**src/sv/mcur_pkg.sv**
```systemverilog
`default_nettype none

package mcur_pkg;

  // Menu table size assumed when the top level is not told otherwise.
  localparam int MAX_ENTRIES_DEF = 16;

  // Field widths.
  localparam int CNT_W   = 5;   // entry_count; also the search index width
  localparam int POS_W   = 4;   // cursor position
  localparam int MASK_W  = 16;  // entries at or past this index never select
  localparam int DLY_W   = 10;  // delays, timers and elapsed time
  localparam int CFG_IDX_W  = 3;
  localparam int CFG_DATA_W = 16;

  // Configuration register indexes.
  typedef enum logic [CFG_IDX_W-1:0] {
    REG_ENTRY_COUNT       = 3'd0,
    REG_WRAP_ENABLE       = 3'd1,
    REG_VERTICAL_LAYOUT   = 3'd2,
    REG_DEFAULT_SELECTION = 3'd3,
    REG_SELECTABLE_MASK   = 3'd4,
    REG_FIRST_DELAY       = 3'd5,
    REG_REPEAT_DELAY      = 3'd6
  } cfg_reg_e;

  // Reset values of the configuration registers.
  localparam logic [CNT_W-1:0]  ENTRY_COUNT_RST       = 5'd16;
  localparam logic              WRAP_ENABLE_RST       = 1'b0;
  localparam logic              VERTICAL_LAYOUT_RST   = 1'b1;
  localparam logic [POS_W-1:0]  DEFAULT_SELECTION_RST = 4'd0;
  localparam logic [MASK_W-1:0] SELECTABLE_MASK_RST   = 16'hFFFF;
  localparam logic [DLY_W-1:0]  FIRST_DELAY_RST       = 10'd600;
  localparam logic [DLY_W-1:0]  REPEAT_DELAY_RST      = 10'd50;

  // Result event codes.
  typedef enum logic [1:0] {
    EV_NONE    = 2'd0,
    EV_ADVANCE = 2'd1,
    EV_CANCEL  = 2'd2,
    EV_MOVED   = 2'd3
  } event_e;

endpackage

`default_nettype wire

```
**src/sv/mcur_tick_if.sv**
```systemverilog
`default_nettype none

interface mcur_tick_if;
  logic       valid;
  logic       ready;
  logic       confirm_pressed;
  logic       cancel_pressed;
  logic       up_held;
  logic       down_held;
  logic       left_held;
  logic       right_held;
  logic [9:0] elapsed_ms;

  modport source (
    output valid, confirm_pressed, cancel_pressed, up_held, down_held,
           left_held, right_held, elapsed_ms,
    input  ready
  );

  modport sink (
    input  valid, confirm_pressed, cancel_pressed, up_held, down_held,
           left_held, right_held, elapsed_ms,
    output ready
  );
endinterface

`default_nettype wire

```
**src/sv/mcur_result_if.sv**
```systemverilog
`default_nettype none

interface mcur_result_if;
  logic       valid;
  logic       ready;
  logic [1:0] event_code;
  logic [3:0] cursor_now;
  logic [3:0] cursor_before;

  modport source (
    output valid, event_code, cursor_now, cursor_before,
    input  ready
  );

  modport sink (
    input  valid, event_code, cursor_now, cursor_before,
    output ready
  );
endinterface

`default_nettype wire

```
**src/sv/menu_cursor_with_key_repeat.sv**
```systemverilog
// Channel   Dir  Modport  Payload
// tick_i    in   sink     confirm/cancel presses, four held keys, elapsed_ms
// result_o  out  source   event_code, cursor_now, cursor_before
// cfg_*     in   -        write enable, register index, write data
//
// A tick for confirm, cancel or no fire goes from idle to the output state. A fire
// adds a search that examines one candidate at a time, the one that ends it
// included: at most the larger of the effective entry count and cursor plus one
// (a downward search from at or past the count). With wrap enabled, cursor mod
// count goes first, one subtraction at a time until the borrow shows; both
// run on the one shared 6-bit adder. A new tick is taken only in idle, while
// the previous result may still sit in the output register.
// Reset loads the cursor with the default selection and idles both timers;
// a stalled result holds until taken and the sequencer waits for the slot.
`default_nettype none

module menu_cursor_with_key_repeat #(
  parameter int MAX_ENTRIES = mcur_pkg::MAX_ENTRIES_DEF
) (
  input  wire                                 clk_i,
  input  wire                                 rst_ni,
  input  wire                                 cfg_we_i,
  input  wire [mcur_pkg::CFG_IDX_W-1:0]       cfg_index_i,
  input  wire [mcur_pkg::CFG_DATA_W-1:0]      cfg_wdata_i,
  mcur_tick_if.sink                           tick_i,
  mcur_result_if.source                       result_o
);

  localparam int CW = mcur_pkg::CNT_W;
  localparam int PW = mcur_pkg::POS_W;
  localparam int DW = mcur_pkg::DLY_W;

  // Clamp for the effective entry count; the count register tops out at 31.
  localparam logic [CW-1:0] CountCap =
    (MAX_ENTRIES > (2**CW - 1)) ? {CW{1'b1}} : CW'(MAX_ENTRIES);

  typedef enum logic [1:0] {
    ST_IDLE,
    ST_MOD,
    ST_SEARCH,
    ST_OUT
  } state_e;

  // Configuration registers
  logic [CW-1:0]               entry_count_q;
  logic                        wrap_q;
  logic                        vertical_q;
  logic [mcur_pkg::MASK_W-1:0] mask_q;
  logic [DW-1:0]               first_dly_q;
  logic [DW-1:0]               repeat_dly_q;

  // Sequencer and state
  state_e            state_q;
  logic [PW-1:0]     cursor_q;
  logic [PW-1:0]     before_q;
  logic [DW-1:0]     prev_tmr_q;
  logic [DW-1:0]     next_tmr_q;
  logic [CW-1:0]     sel_q;
  logic [CW-1:0]     step_q;
  logic              dir_up_q;
  mcur_pkg::event_e  code_q;

  // Output register
  logic              out_valid_q;
  mcur_pkg::event_e  out_code_q;
  logic [PW-1:0]     out_now_q;
  logic [PW-1:0]     out_before_q;

  // Advance one key's repeat timer; the top bit reports a fire.
  function automatic logic [DW:0] repeat_tick(input logic [DW-1:0] tmr,
                                              input logic          held,
                                              input logic [DW-1:0] dt,
                                              input logic [DW-1:0] first_dly,
                                              input logic [DW-1:0] rep_dly);
    logic [DW-1:0] left;
    left = (tmr > dt) ? (tmr - dt) : '0;
    if (tmr == '0) begin
      repeat_tick = held ? {1'b1, first_dly} : {1'b0, tmr};
    end else if (!held) begin
      repeat_tick = '0;
    end else if (left == '0) begin
      repeat_tick = {1'b1, rep_dly};
    end else begin
      repeat_tick = {1'b0, left};
    end
  endfunction

  //--------------------------------------------------------------------------
  // Configuration writes. default_selection only matters at reset, and reset
  // restores it to its reset value, so a write to it leaves nothing behind.
  //--------------------------------------------------------------------------
  always_ff @(posedge clk_i or negedge rst_ni) begin
    if (!rst_ni) begin
      entry_count_q <= mcur_pkg::ENTRY_COUNT_RST;
      wrap_q        <= mcur_pkg::WRAP_ENABLE_RST;
      vertical_q    <= mcur_pkg::VERTICAL_LAYOUT_RST;
      mask_q        <= mcur_pkg::SELECTABLE_MASK_RST;
      first_dly_q   <= mcur_pkg::FIRST_DELAY_RST;
      repeat_dly_q  <= mcur_pkg::REPEAT_DELAY_RST;
    end else if (cfg_we_i) begin
      unique case (mcur_pkg::cfg_reg_e'(cfg_index_i))
        mcur_pkg::REG_ENTRY_COUNT:     entry_count_q <= cfg_wdata_i[CW-1:0];
        mcur_pkg::REG_WRAP_ENABLE:     wrap_q        <= cfg_wdata_i[0];
        mcur_pkg::REG_VERTICAL_LAYOUT: vertical_q    <= cfg_wdata_i[0];
        mcur_pkg::REG_SELECTABLE_MASK: mask_q        <= cfg_wdata_i;
        mcur_pkg::REG_FIRST_DELAY:     first_dly_q   <= cfg_wdata_i[DW-1:0];
        mcur_pkg::REG_REPEAT_DELAY:    repeat_dly_q  <= cfg_wdata_i[DW-1:0];
        default: ;
      endcase
    end
  end

  //--------------------------------------------------------------------------
  // Effective entry count: zero acts as one, clamp at the table size.
  //--------------------------------------------------------------------------
  logic [CW-1:0] cnt;
  logic [CW-1:0] cnt_m1;

  always_comb begin
    if (entry_count_q == '0) begin
      cnt = CW'(1);
    end else if (entry_count_q > CountCap) begin
      cnt = CountCap;
    end else begin
      cnt = entry_count_q;
    end
    cnt_m1 = cnt - CW'(1);
  end

  //--------------------------------------------------------------------------
  // Key timers, evaluated on the accepted tick.
  //--------------------------------------------------------------------------
  logic          accept;
  logic          prev_held;
  logic          next_held;
  logic [DW:0]   prev_res;
  logic [DW:0]   next_res;

  assign tick_i.ready = (state_q == ST_IDLE);
  assign accept       = tick_i.valid && tick_i.ready;

  always_comb begin
    prev_held = vertical_q ? tick_i.up_held   : tick_i.left_held;
    next_held = vertical_q ? tick_i.down_held : tick_i.right_held;
    prev_res  = repeat_tick(prev_tmr_q, prev_held, tick_i.elapsed_ms,
                            first_dly_q, repeat_dly_q);
    next_res  = repeat_tick(next_tmr_q, next_held, tick_i.elapsed_ms,
                            first_dly_q, repeat_dly_q);
  end

  //--------------------------------------------------------------------------
  // Shared adder: subtracts the count while reducing the cursor, steps the
  // search index by one otherwise, and jumps to the last entry when a
  // downward wrapping search leaves entry zero.
  //--------------------------------------------------------------------------
  logic [CW:0]   addend;
  logic [CW:0]   sum;
  logic [CW-1:0] cand;
  logic          end_nowrap;
  logic          cand_ok;
  logic          hit_start;

  always_comb begin
    if (state_q == ST_MOD) begin
      addend = -{1'b0, cnt};
    end else if (dir_up_q) begin
      addend = (CW+1)'(1);
    end else if (wrap_q && sel_q == '0) begin
      addend = {1'b0, cnt_m1};
    end else begin
      addend = {(CW+1){1'b1}};
    end
    sum = {1'b0, sel_q} + addend;

    if (dir_up_q) begin
      cand       = (wrap_q && sum[CW-1:0] == cnt) ? '0 : sum[CW-1:0];
      end_nowrap = !wrap_q && (sum[CW-1:0] >= cnt);
    end else begin
      cand       = sum[CW-1:0];
      end_nowrap = !wrap_q && sum[CW];
    end

    cand_ok   = (cand < cnt) && (cand < CW'(mcur_pkg::MASK_W)) &&
                mask_q[cand[PW-1:0]];
    hit_start = wrap_q && (cand == {1'b0, cursor_q});
  end

  //--------------------------------------------------------------------------
  // Sequencer, state and output register.
  //--------------------------------------------------------------------------
  always_ff @(posedge clk_i or negedge rst_ni) begin
    if (!rst_ni) begin
      state_q      <= ST_IDLE;
      cursor_q     <= mcur_pkg::DEFAULT_SELECTION_RST;
      before_q     <= '0;
      prev_tmr_q   <= '0;
      next_tmr_q   <= '0;
      sel_q        <= '0;
      step_q       <= '0;
      dir_up_q     <= 1'b0;
      code_q       <= mcur_pkg::EV_NONE;
      out_valid_q  <= 1'b0;
      out_code_q   <= mcur_pkg::EV_NONE;
      out_now_q    <= '0;
      out_before_q <= '0;
    end else begin
      // Drop the result once the sink takes it.
      if (out_valid_q && result_o.ready) begin
        out_valid_q <= 1'b0;
      end

      unique case (state_q)
        ST_IDLE: begin
          if (accept) begin
            before_q <= cursor_q;
            sel_q    <= {1'b0, cursor_q};
            step_q   <= '0;
            code_q   <= mcur_pkg::EV_NONE;
            state_q  <= ST_OUT;
            if (tick_i.confirm_pressed) begin
              code_q <= mcur_pkg::EV_ADVANCE;
            end else if (tick_i.cancel_pressed) begin
              code_q <= mcur_pkg::EV_CANCEL;
            end else begin
              // Previous key has priority; its fire freezes the next timer.
              prev_tmr_q <= prev_res[DW-1:0];
              if (prev_res[DW]) begin
                dir_up_q <= 1'b0;
                state_q  <= wrap_q ? ST_MOD : ST_SEARCH;
              end else begin
                next_tmr_q <= next_res[DW-1:0];
                if (next_res[DW]) begin
                  dir_up_q <= 1'b1;
                  state_q  <= wrap_q ? ST_MOD : ST_SEARCH;
                end
              end
            end
          end
        end

        ST_MOD: begin
          // Reduce the start index below the count.
          if (!sum[CW]) begin
            sel_q <= sum[CW-1:0];
          end else begin
            state_q <= ST_SEARCH;
          end
        end

        ST_SEARCH: begin
          if (end_nowrap || hit_start) begin
            state_q <= ST_OUT;
          end else if (cand_ok) begin
            cursor_q <= cand[PW-1:0];
            code_q   <= mcur_pkg::EV_MOVED;
            state_q  <= ST_OUT;
          end else if (wrap_q && step_q == cnt_m1) begin
            state_q <= ST_OUT;
          end else begin
            sel_q  <= cand;
            step_q <= step_q + CW'(1);
          end
        end

        ST_OUT: begin
          // Hold until the output slot is free.
          if (!out_valid_q || result_o.ready) begin
            out_valid_q  <= 1'b1;
            out_code_q   <= code_q;
            out_now_q    <= cursor_q;
            out_before_q <= before_q;
            state_q      <= ST_IDLE;
          end
        end

        default: state_q <= ST_IDLE;
      endcase
    end
  end

  assign result_o.valid         = out_valid_q;
  assign result_o.event_code    = out_code_q;
  assign result_o.cursor_now    = out_now_q;
  assign result_o.cursor_before = out_before_q;

endmodule

`default_nettype wire

```
**src/flat_wrapper.sv**
```systemverilog
// flat-port wrapper written by rule: the top's interface ports become plain ports
module menu_cursor_with_key_repeat_flat 
#(
  parameter int MAX_ENTRIES = mcur_pkg::MAX_ENTRIES_DEF
)
  (clk_i, rst_ni, cfg_we_i, cfg_index_i, cfg_wdata_i, tick_i_valid, tick_i_confirm_pressed, tick_i_cancel_pressed, tick_i_up_held, tick_i_down_held, tick_i_left_held, tick_i_right_held, tick_i_elapsed_ms, tick_i_ready, result_o_valid, result_o_event_code, result_o_cursor_now, result_o_cursor_before, result_o_ready);
  mcur_tick_if tick_i_i ();
  mcur_result_if result_o_i ();
  input  wire clk_i;
  input  wire rst_ni;
  input  wire cfg_we_i;
  input  wire [mcur_pkg::CFG_IDX_W-1:0] cfg_index_i;
  input  wire [mcur_pkg::CFG_DATA_W-1:0] cfg_wdata_i;
  input wire logic [$bits(tick_i_i.valid)-1:0] tick_i_valid;
  input wire logic [$bits(tick_i_i.confirm_pressed)-1:0] tick_i_confirm_pressed;
  input wire logic [$bits(tick_i_i.cancel_pressed)-1:0] tick_i_cancel_pressed;
  input wire logic [$bits(tick_i_i.up_held)-1:0] tick_i_up_held;
  input wire logic [$bits(tick_i_i.down_held)-1:0] tick_i_down_held;
  input wire logic [$bits(tick_i_i.left_held)-1:0] tick_i_left_held;
  input wire logic [$bits(tick_i_i.right_held)-1:0] tick_i_right_held;
  input wire logic [$bits(tick_i_i.elapsed_ms)-1:0] tick_i_elapsed_ms;
  output wire logic [$bits(tick_i_i.ready)-1:0] tick_i_ready;
  output wire logic [$bits(result_o_i.valid)-1:0] result_o_valid;
  output wire logic [$bits(result_o_i.event_code)-1:0] result_o_event_code;
  output wire logic [$bits(result_o_i.cursor_now)-1:0] result_o_cursor_now;
  output wire logic [$bits(result_o_i.cursor_before)-1:0] result_o_cursor_before;
  input wire logic [$bits(result_o_i.ready)-1:0] result_o_ready;
  assign tick_i_i.valid = tick_i_valid;
  assign tick_i_i.confirm_pressed = tick_i_confirm_pressed;
  assign tick_i_i.cancel_pressed = tick_i_cancel_pressed;
  assign tick_i_i.up_held = tick_i_up_held;
  assign tick_i_i.down_held = tick_i_down_held;
  assign tick_i_i.left_held = tick_i_left_held;
  assign tick_i_i.right_held = tick_i_right_held;
  assign tick_i_i.elapsed_ms = tick_i_elapsed_ms;
  assign tick_i_ready = tick_i_i.ready;
  assign result_o_valid = result_o_i.valid;
  assign result_o_event_code = result_o_i.event_code;
  assign result_o_cursor_now = result_o_i.cursor_now;
  assign result_o_cursor_before = result_o_i.cursor_before;
  assign result_o_i.ready = result_o_ready;
  menu_cursor_with_key_repeat #(.MAX_ENTRIES(MAX_ENTRIES)) u_core (.clk_i(clk_i), .rst_ni(rst_ni), .cfg_we_i(cfg_we_i), .cfg_index_i(cfg_index_i), .cfg_wdata_i(cfg_wdata_i), .tick_i(tick_i_i), .result_o(result_o_i));
endmodule
```
**config.mk**
```make
export PLATFORM = sky130hd
export DESIGN_NAME = menu_cursor_with_key_repeat_flat
export DESIGN_NICKNAME = d
export VERILOG_FILES = /design/src/sv/mcur_pkg.sv /design/src/sv/mcur_tick_if.sv /design/src/sv/mcur_result_if.sv /design/src/sv/menu_cursor_with_key_repeat.sv /design/src/flat_wrapper.sv
export SDC_FILE = /design/constraint.sdc
export NUM_CORES = 1
export LEC_CHECK = 0
export BUFFER_PORTS_ARGS = -buffer_cell sky130_fd_sc_hd__buf_4
export CAP_MARGIN = 20
export CORE_UTILIZATION = 45
export DETAILED_ROUTE_END_ITERATION = 6
export GPL_ROUTABILITY_DRIVEN = 1
export GPL_TIMING_DRIVEN = 0
export PLACE_DENSITY = 0.74
export RECOVER_POWER = 100
export SLEW_MARGIN = 20
export SYNTH_ARGS = -nofsm -noshare
export SYNTH_HDL_FRONTEND = slang
export SYNTH_SLANG_ARGS = --single-unit
```
**constraint.sdc**
```tcl
create_clock -name clk_i -period 9.2 [get_ports clk_i]
set_input_delay 2.3 -clock clk_i [delete_from_list [all_inputs] [get_ports clk_i]]
set_output_delay 2.3 -clock clk_i [all_outputs]
set_load 0.01 [all_outputs]
```
==> results by group <==
Drt
  • Routed wirelength normalized by instance count: 18.1 um
  • Ratio of routed vias to standard cells: roughly 6.0
  • DR iter-0 viols: ~340
  • Post-route antenna net violation count: 0
  • Final routed DRC violation total: 0
  • Initial DRT Pass Iterations: 5
  • Overall routed net length: approximately 17 mm
  • Overall via count from detail_route: 5525

Setup path
  • Setup CP Type: in -> async
  • Arrival time of the worst setup path: 5920 ps
  • Kind of start point of the critical path: primary input
  • Crit path buffers/inverters: 1
  • Cell breakdown of the critical path: clkbuf_1
  • Worst EP required: 8420 ps
  • Capturing element type of the critical path: asynchronous set/reset pin
  • Dominant delay contributor by cell family on the critical path: buffers and inverters
  • Critical-path top delay cell: sky130_fd_sc_hd__clkbuf_1
  • Crit-path max cell delay: 3550 ps
  • CP max FO: 97

Synth
  • Most common flop cell mapped by yosys: sky130_fd_sc_hd__dfrtp_1
  • Top cell type by total area after synthesis: sky130_fd_sc_hd__dfrtp_1
  • Cell variety after synth: between 60 and 70
  • Sequential cell area fraction in the yosys report: 0.378
  • Total of flip-flops plus latches after synthesis: between 90 and 100
  • Most numerous cell in the Yosys netlist: sky130_fd_sc_hd__dfrtp_1
  • EDFF count, synth: 0
  • Synthesized area per cell: 9.70 sq um
  • Synthesis Warnings: 0
  • Synth top area share: 0.277
  • Synthesized cell area: between 6000 and 7000 sq um
  • Cell types with the highest counts after synthesis: sky130_fd_sc_hd__dfrtp_1, sky130_fd_sc_hd__mux2_2, sky130_fd_sc_hd__nand2_1
  • Gate Count Post-Synth: 670
  • Synth async-reset ratio: 1.00
  • Most area-consuming cells after synthesis: sky130_fd_sc_hd__dfrtp_1, sky130_fd_sc_hd__mux2_2, sky130_fd_sc_hd__dfstp_2
  • Net Count, Synth: 754

Layout
  • Number of inserted filler cells in the final layout: 1326
  • Finished Cell Area: 7350 sq um
  • Area of the multi-input gates: about 3800 sq um
  • Register area: 2460 sq um
  • Layout overhead on the synthesized area: 13.0%
  • Number of inserted diodes: 0
  • Nets: 816
  • Layout cell share with drive strength beyond 1: 0.208

Clock network
  • Clock transition at the register clock pins on the worst setup and hold paths after CTS: ~70 ps
  • Number of CTS-inserted buffers: 9
  • Buffers from clock root to sink, at most: 2
  • Setup fix buffers added after clock tree synthesis: 0
  • Clock sink total: 97
  • # resized after CTS: 0
  • CTS tree: built
  • Maximum level of the CTS H-tree: 3
  • Post-CTS Hold Fix Bufs: 0
  • Later-pin clock latency in the skew report: 350 ps
  • Library cell used as clock root buffer: sky130_fd_sc_hd__clkbuf_16

Floorplan
  • Total die area: 14900 sq um
  • Horiz. Die Dim: ~120 um
  • Area of the core: roughly 14000 sq um
  • Starting density of the core: 0.465
  • I/O pin count: between 50 and 60
  • Placement row count: 43
  • Height of the chip: 122 um

Power
  • Final Total Pwr: 2.87 mW
  • Peak ir drop on the vdd network: 0.000192 V
  • Power density of the placed cells: slightly below 400 nW/um^2
  • Leakage power figure: 3.28 nW

Timing
  • Slew Viols, Final: 98
  • Achievable frequency: around 150 MHz
  • Rel. slew slack: -2.44
  • Final TNS setup: 0 ps
  • Layout Skew: approximately 7.8 ps
  • Setup repair after global routing missed its margin: no
  • Final count of hold timing violations: 0
  • Final period util: 0.729
  • Actual transition at the worst max-transition pin: about 5000 ps
  • Final min period: roughly 6700 ps
  • Setup-failing EPs final: 0

Run status
  • Violated checks: max-capacitance violations, max-slew violations
  • Outcome: finished with violations

Run
  • MaxCap Viol Count: 1

Hold path
  • Hold/Removal Path Class: reg -> reg

Placed design
  • Cell area after placement: 7110 sq um
  • Final weighted congestion of routability-driven global placement: around 0.95
  • DP Wirelength: 12.8 mm
  • Number of buffers inserted by port buffering: 51

Global routing
  • Number of global-route vias before repair: around 5400
  • Maximum number of pins on one net before global-route repair: 98
  • Antenna violations before repair: 0
  • Global Route Usage Sum: 0.234
  • Global-route wire length before repair: 27.0 mm
  • Total gr overflow: 0
==> cell families after synthesis <==
kind of cell	count (synthesis)	share of synthesized area
and+or+nand+nor	195	0.154
AOI/OAI and AO/OA	171	0.182
DFF	97	0.378
buffers and inverters	70	0.0418
muxes	69	0.122
adders and majority gates	44	0.0881
xor gates and xnor gates	24	0.0344
==> flip-flops by register name (all words and copies together) (netlist names) <==
name,count
u_core.state_q,2
u_core.cursor_q,4
u_core.repeat_dly_q,10
u_core.sel_q,5
u_core.next_tmr_q,10
u_core.vertical_q,1
u_core.wrap_q,1
u_core.result_o.cursor_before,4
u_core.entry_count_q,5
u_core.result_o.cursor_now,4
u_core.prev_tmr_q,10
u_core.step_q,5
u_core.mask_q,16
u_core.dir_up_q,1
u_core.code_q,2
u_core.result_o.event_code,2
u_core.before_q,4
u_core.first_dly_q,10
u_core.result_o.valid,1
==> layout by cell type (no fill, tap or decap), drive strengths merged, types with 4 or more instances in the layout <==
cell type / netlist / layout
nand2: 51 / 51
dfrtp: 72 / 72
clkbuf: 17 / 49
and3: 9 / 9
o211ai: 11 / 11
o21ai: 38 / 38
nand3: 16 / 16
mux2i: 6 / 6
nor3: 11 / 11
o22ai: 7 / 7
dfstp: 25 / 25
xnor2: 11 / 11
buf: 2 / 34
a222oi: 4 / 4
a21o: 10 / 10
a21oi: 28 / 28
nand4: 6 / 6
a32o: 9 / 9
a31oi: 4 / 4
nor2: 41 / 41
a211oi: 11 / 11
or4: 4 / 4
a22oi: 6 / 6
ha: 41 / 41
or2: 12 / 12
inv: 51 / 53
nor2b: 6 / 6
xor2: 12 / 12
mux2: 61 / 61
o31ai: 11 / 11
o221ai: 8 / 8
nand2b: 11 / 11
nor4: 11 / 11
==> worst reg2reg max path: stages, from the launching register on <==
cell and delay, ps:
sky130_fd_sc_hd__dfrtp_1 430, sky130_fd_sc_hd__nor3_1 200, sky130_fd_sc_hd__o21a_1 270, sky130_fd_sc_hd__inv_1 110, sky130_fd_sc_hd__ha_1 360, sky130_fd_sc_hd__a211oi_1 230, sky130_fd_sc_hd__a21o_1 130, sky130_fd_sc_hd__inv_1 60
sky130_fd_sc_hd__fa_1 450, sky130_fd_sc_hd__xor2_1 500, sky130_fd_sc_hd__inv_2 190, sky130_fd_sc_hd__ha_1 330, sky130_fd_sc_hd__nand3_1 110, sky130_fd_sc_hd__nor2_1 560, sky130_fd_sc_hd__nor2_1 160, sky130_fd_sc_hd__ha_1 310
sky130_fd_sc_hd__o21ai_0 170, sky130_fd_sc_hd__a31o_2 130, sky130_fd_sc_hd__a21oi_1 60, sky130_fd_sc_hd__a211oi_1 550, sky130_fd_sc_hd__inv_1 90, sky130_fd_sc_hd__nor2_1 590, sky130_fd_sc_hd__mux2_2 410
==> path summary, 6_finish.rpt <==
kind | startpoint | to | slack, ps | depth (start not counted)
min in group asynchronous | rst_ni | u_core.result_o.valid | 3830 | 1
min reg2reg | u_core.before_q[1] | u_core.before_q[1] | 480 | 2
max in group clk_i | u_core.entry_count_q[3] | u_core.cursor_q[1] | 2670 | 22
min | u_core.before_q[1] | u_core.before_q[1] | 480 | 2
max reg2reg | u_core.entry_count_q[3] | u_core.cursor_q[1] | 2670 | 22
max | rst_ni | u_core.prev_tmr_q[9] | 2500 | 1
==> layout make-up <==
type / count / share of cell area
timing repair buffer: 51 / 0.0434
multi-input combinational: 503 / 0.511
clock buffer: 13 / 0.0385
tap: 180 / 0.0306
clock inverter: 3 / 0.00579
inverter: 51 / 0.0260
buffer: 19 / 0.00987
sequential: 97 / 0.335
==> per-stage QoR <==
step           worst slack, ps  cells  utilization  hold slack (ps)
5_1_grt                   1480    917        0.525              511
3_3_place_gp              2790    901        0.508              465
4_1_cts                   2650    917        0.532              488
2_1_floorplan             3950    670            -              446
6_report                  2500    917        0.525              483
3_5_place_dp              2720    901        0.508              473
==> layer usage <==
layer | part of all wire | GRT usage
met5 | 0 | 0
met4 | 0.031 | 0.0998
met3 | 0.044 | 0.0351
met1 | 0.45 | 0.303
met2 | 0.48 | 0.387
==> power by group <==
part	internal, mW	leakage, nW	switching [mW]	total, mW
clock network	0.244	0.161	0.160	0.405
logic	0.740	1.94	1.01	1.75
registers	0.588	1.18	0.129	0.716
total	1.57	3.28	1.30	2.87
Note: power is estimated with default switching activity, not from simulation.
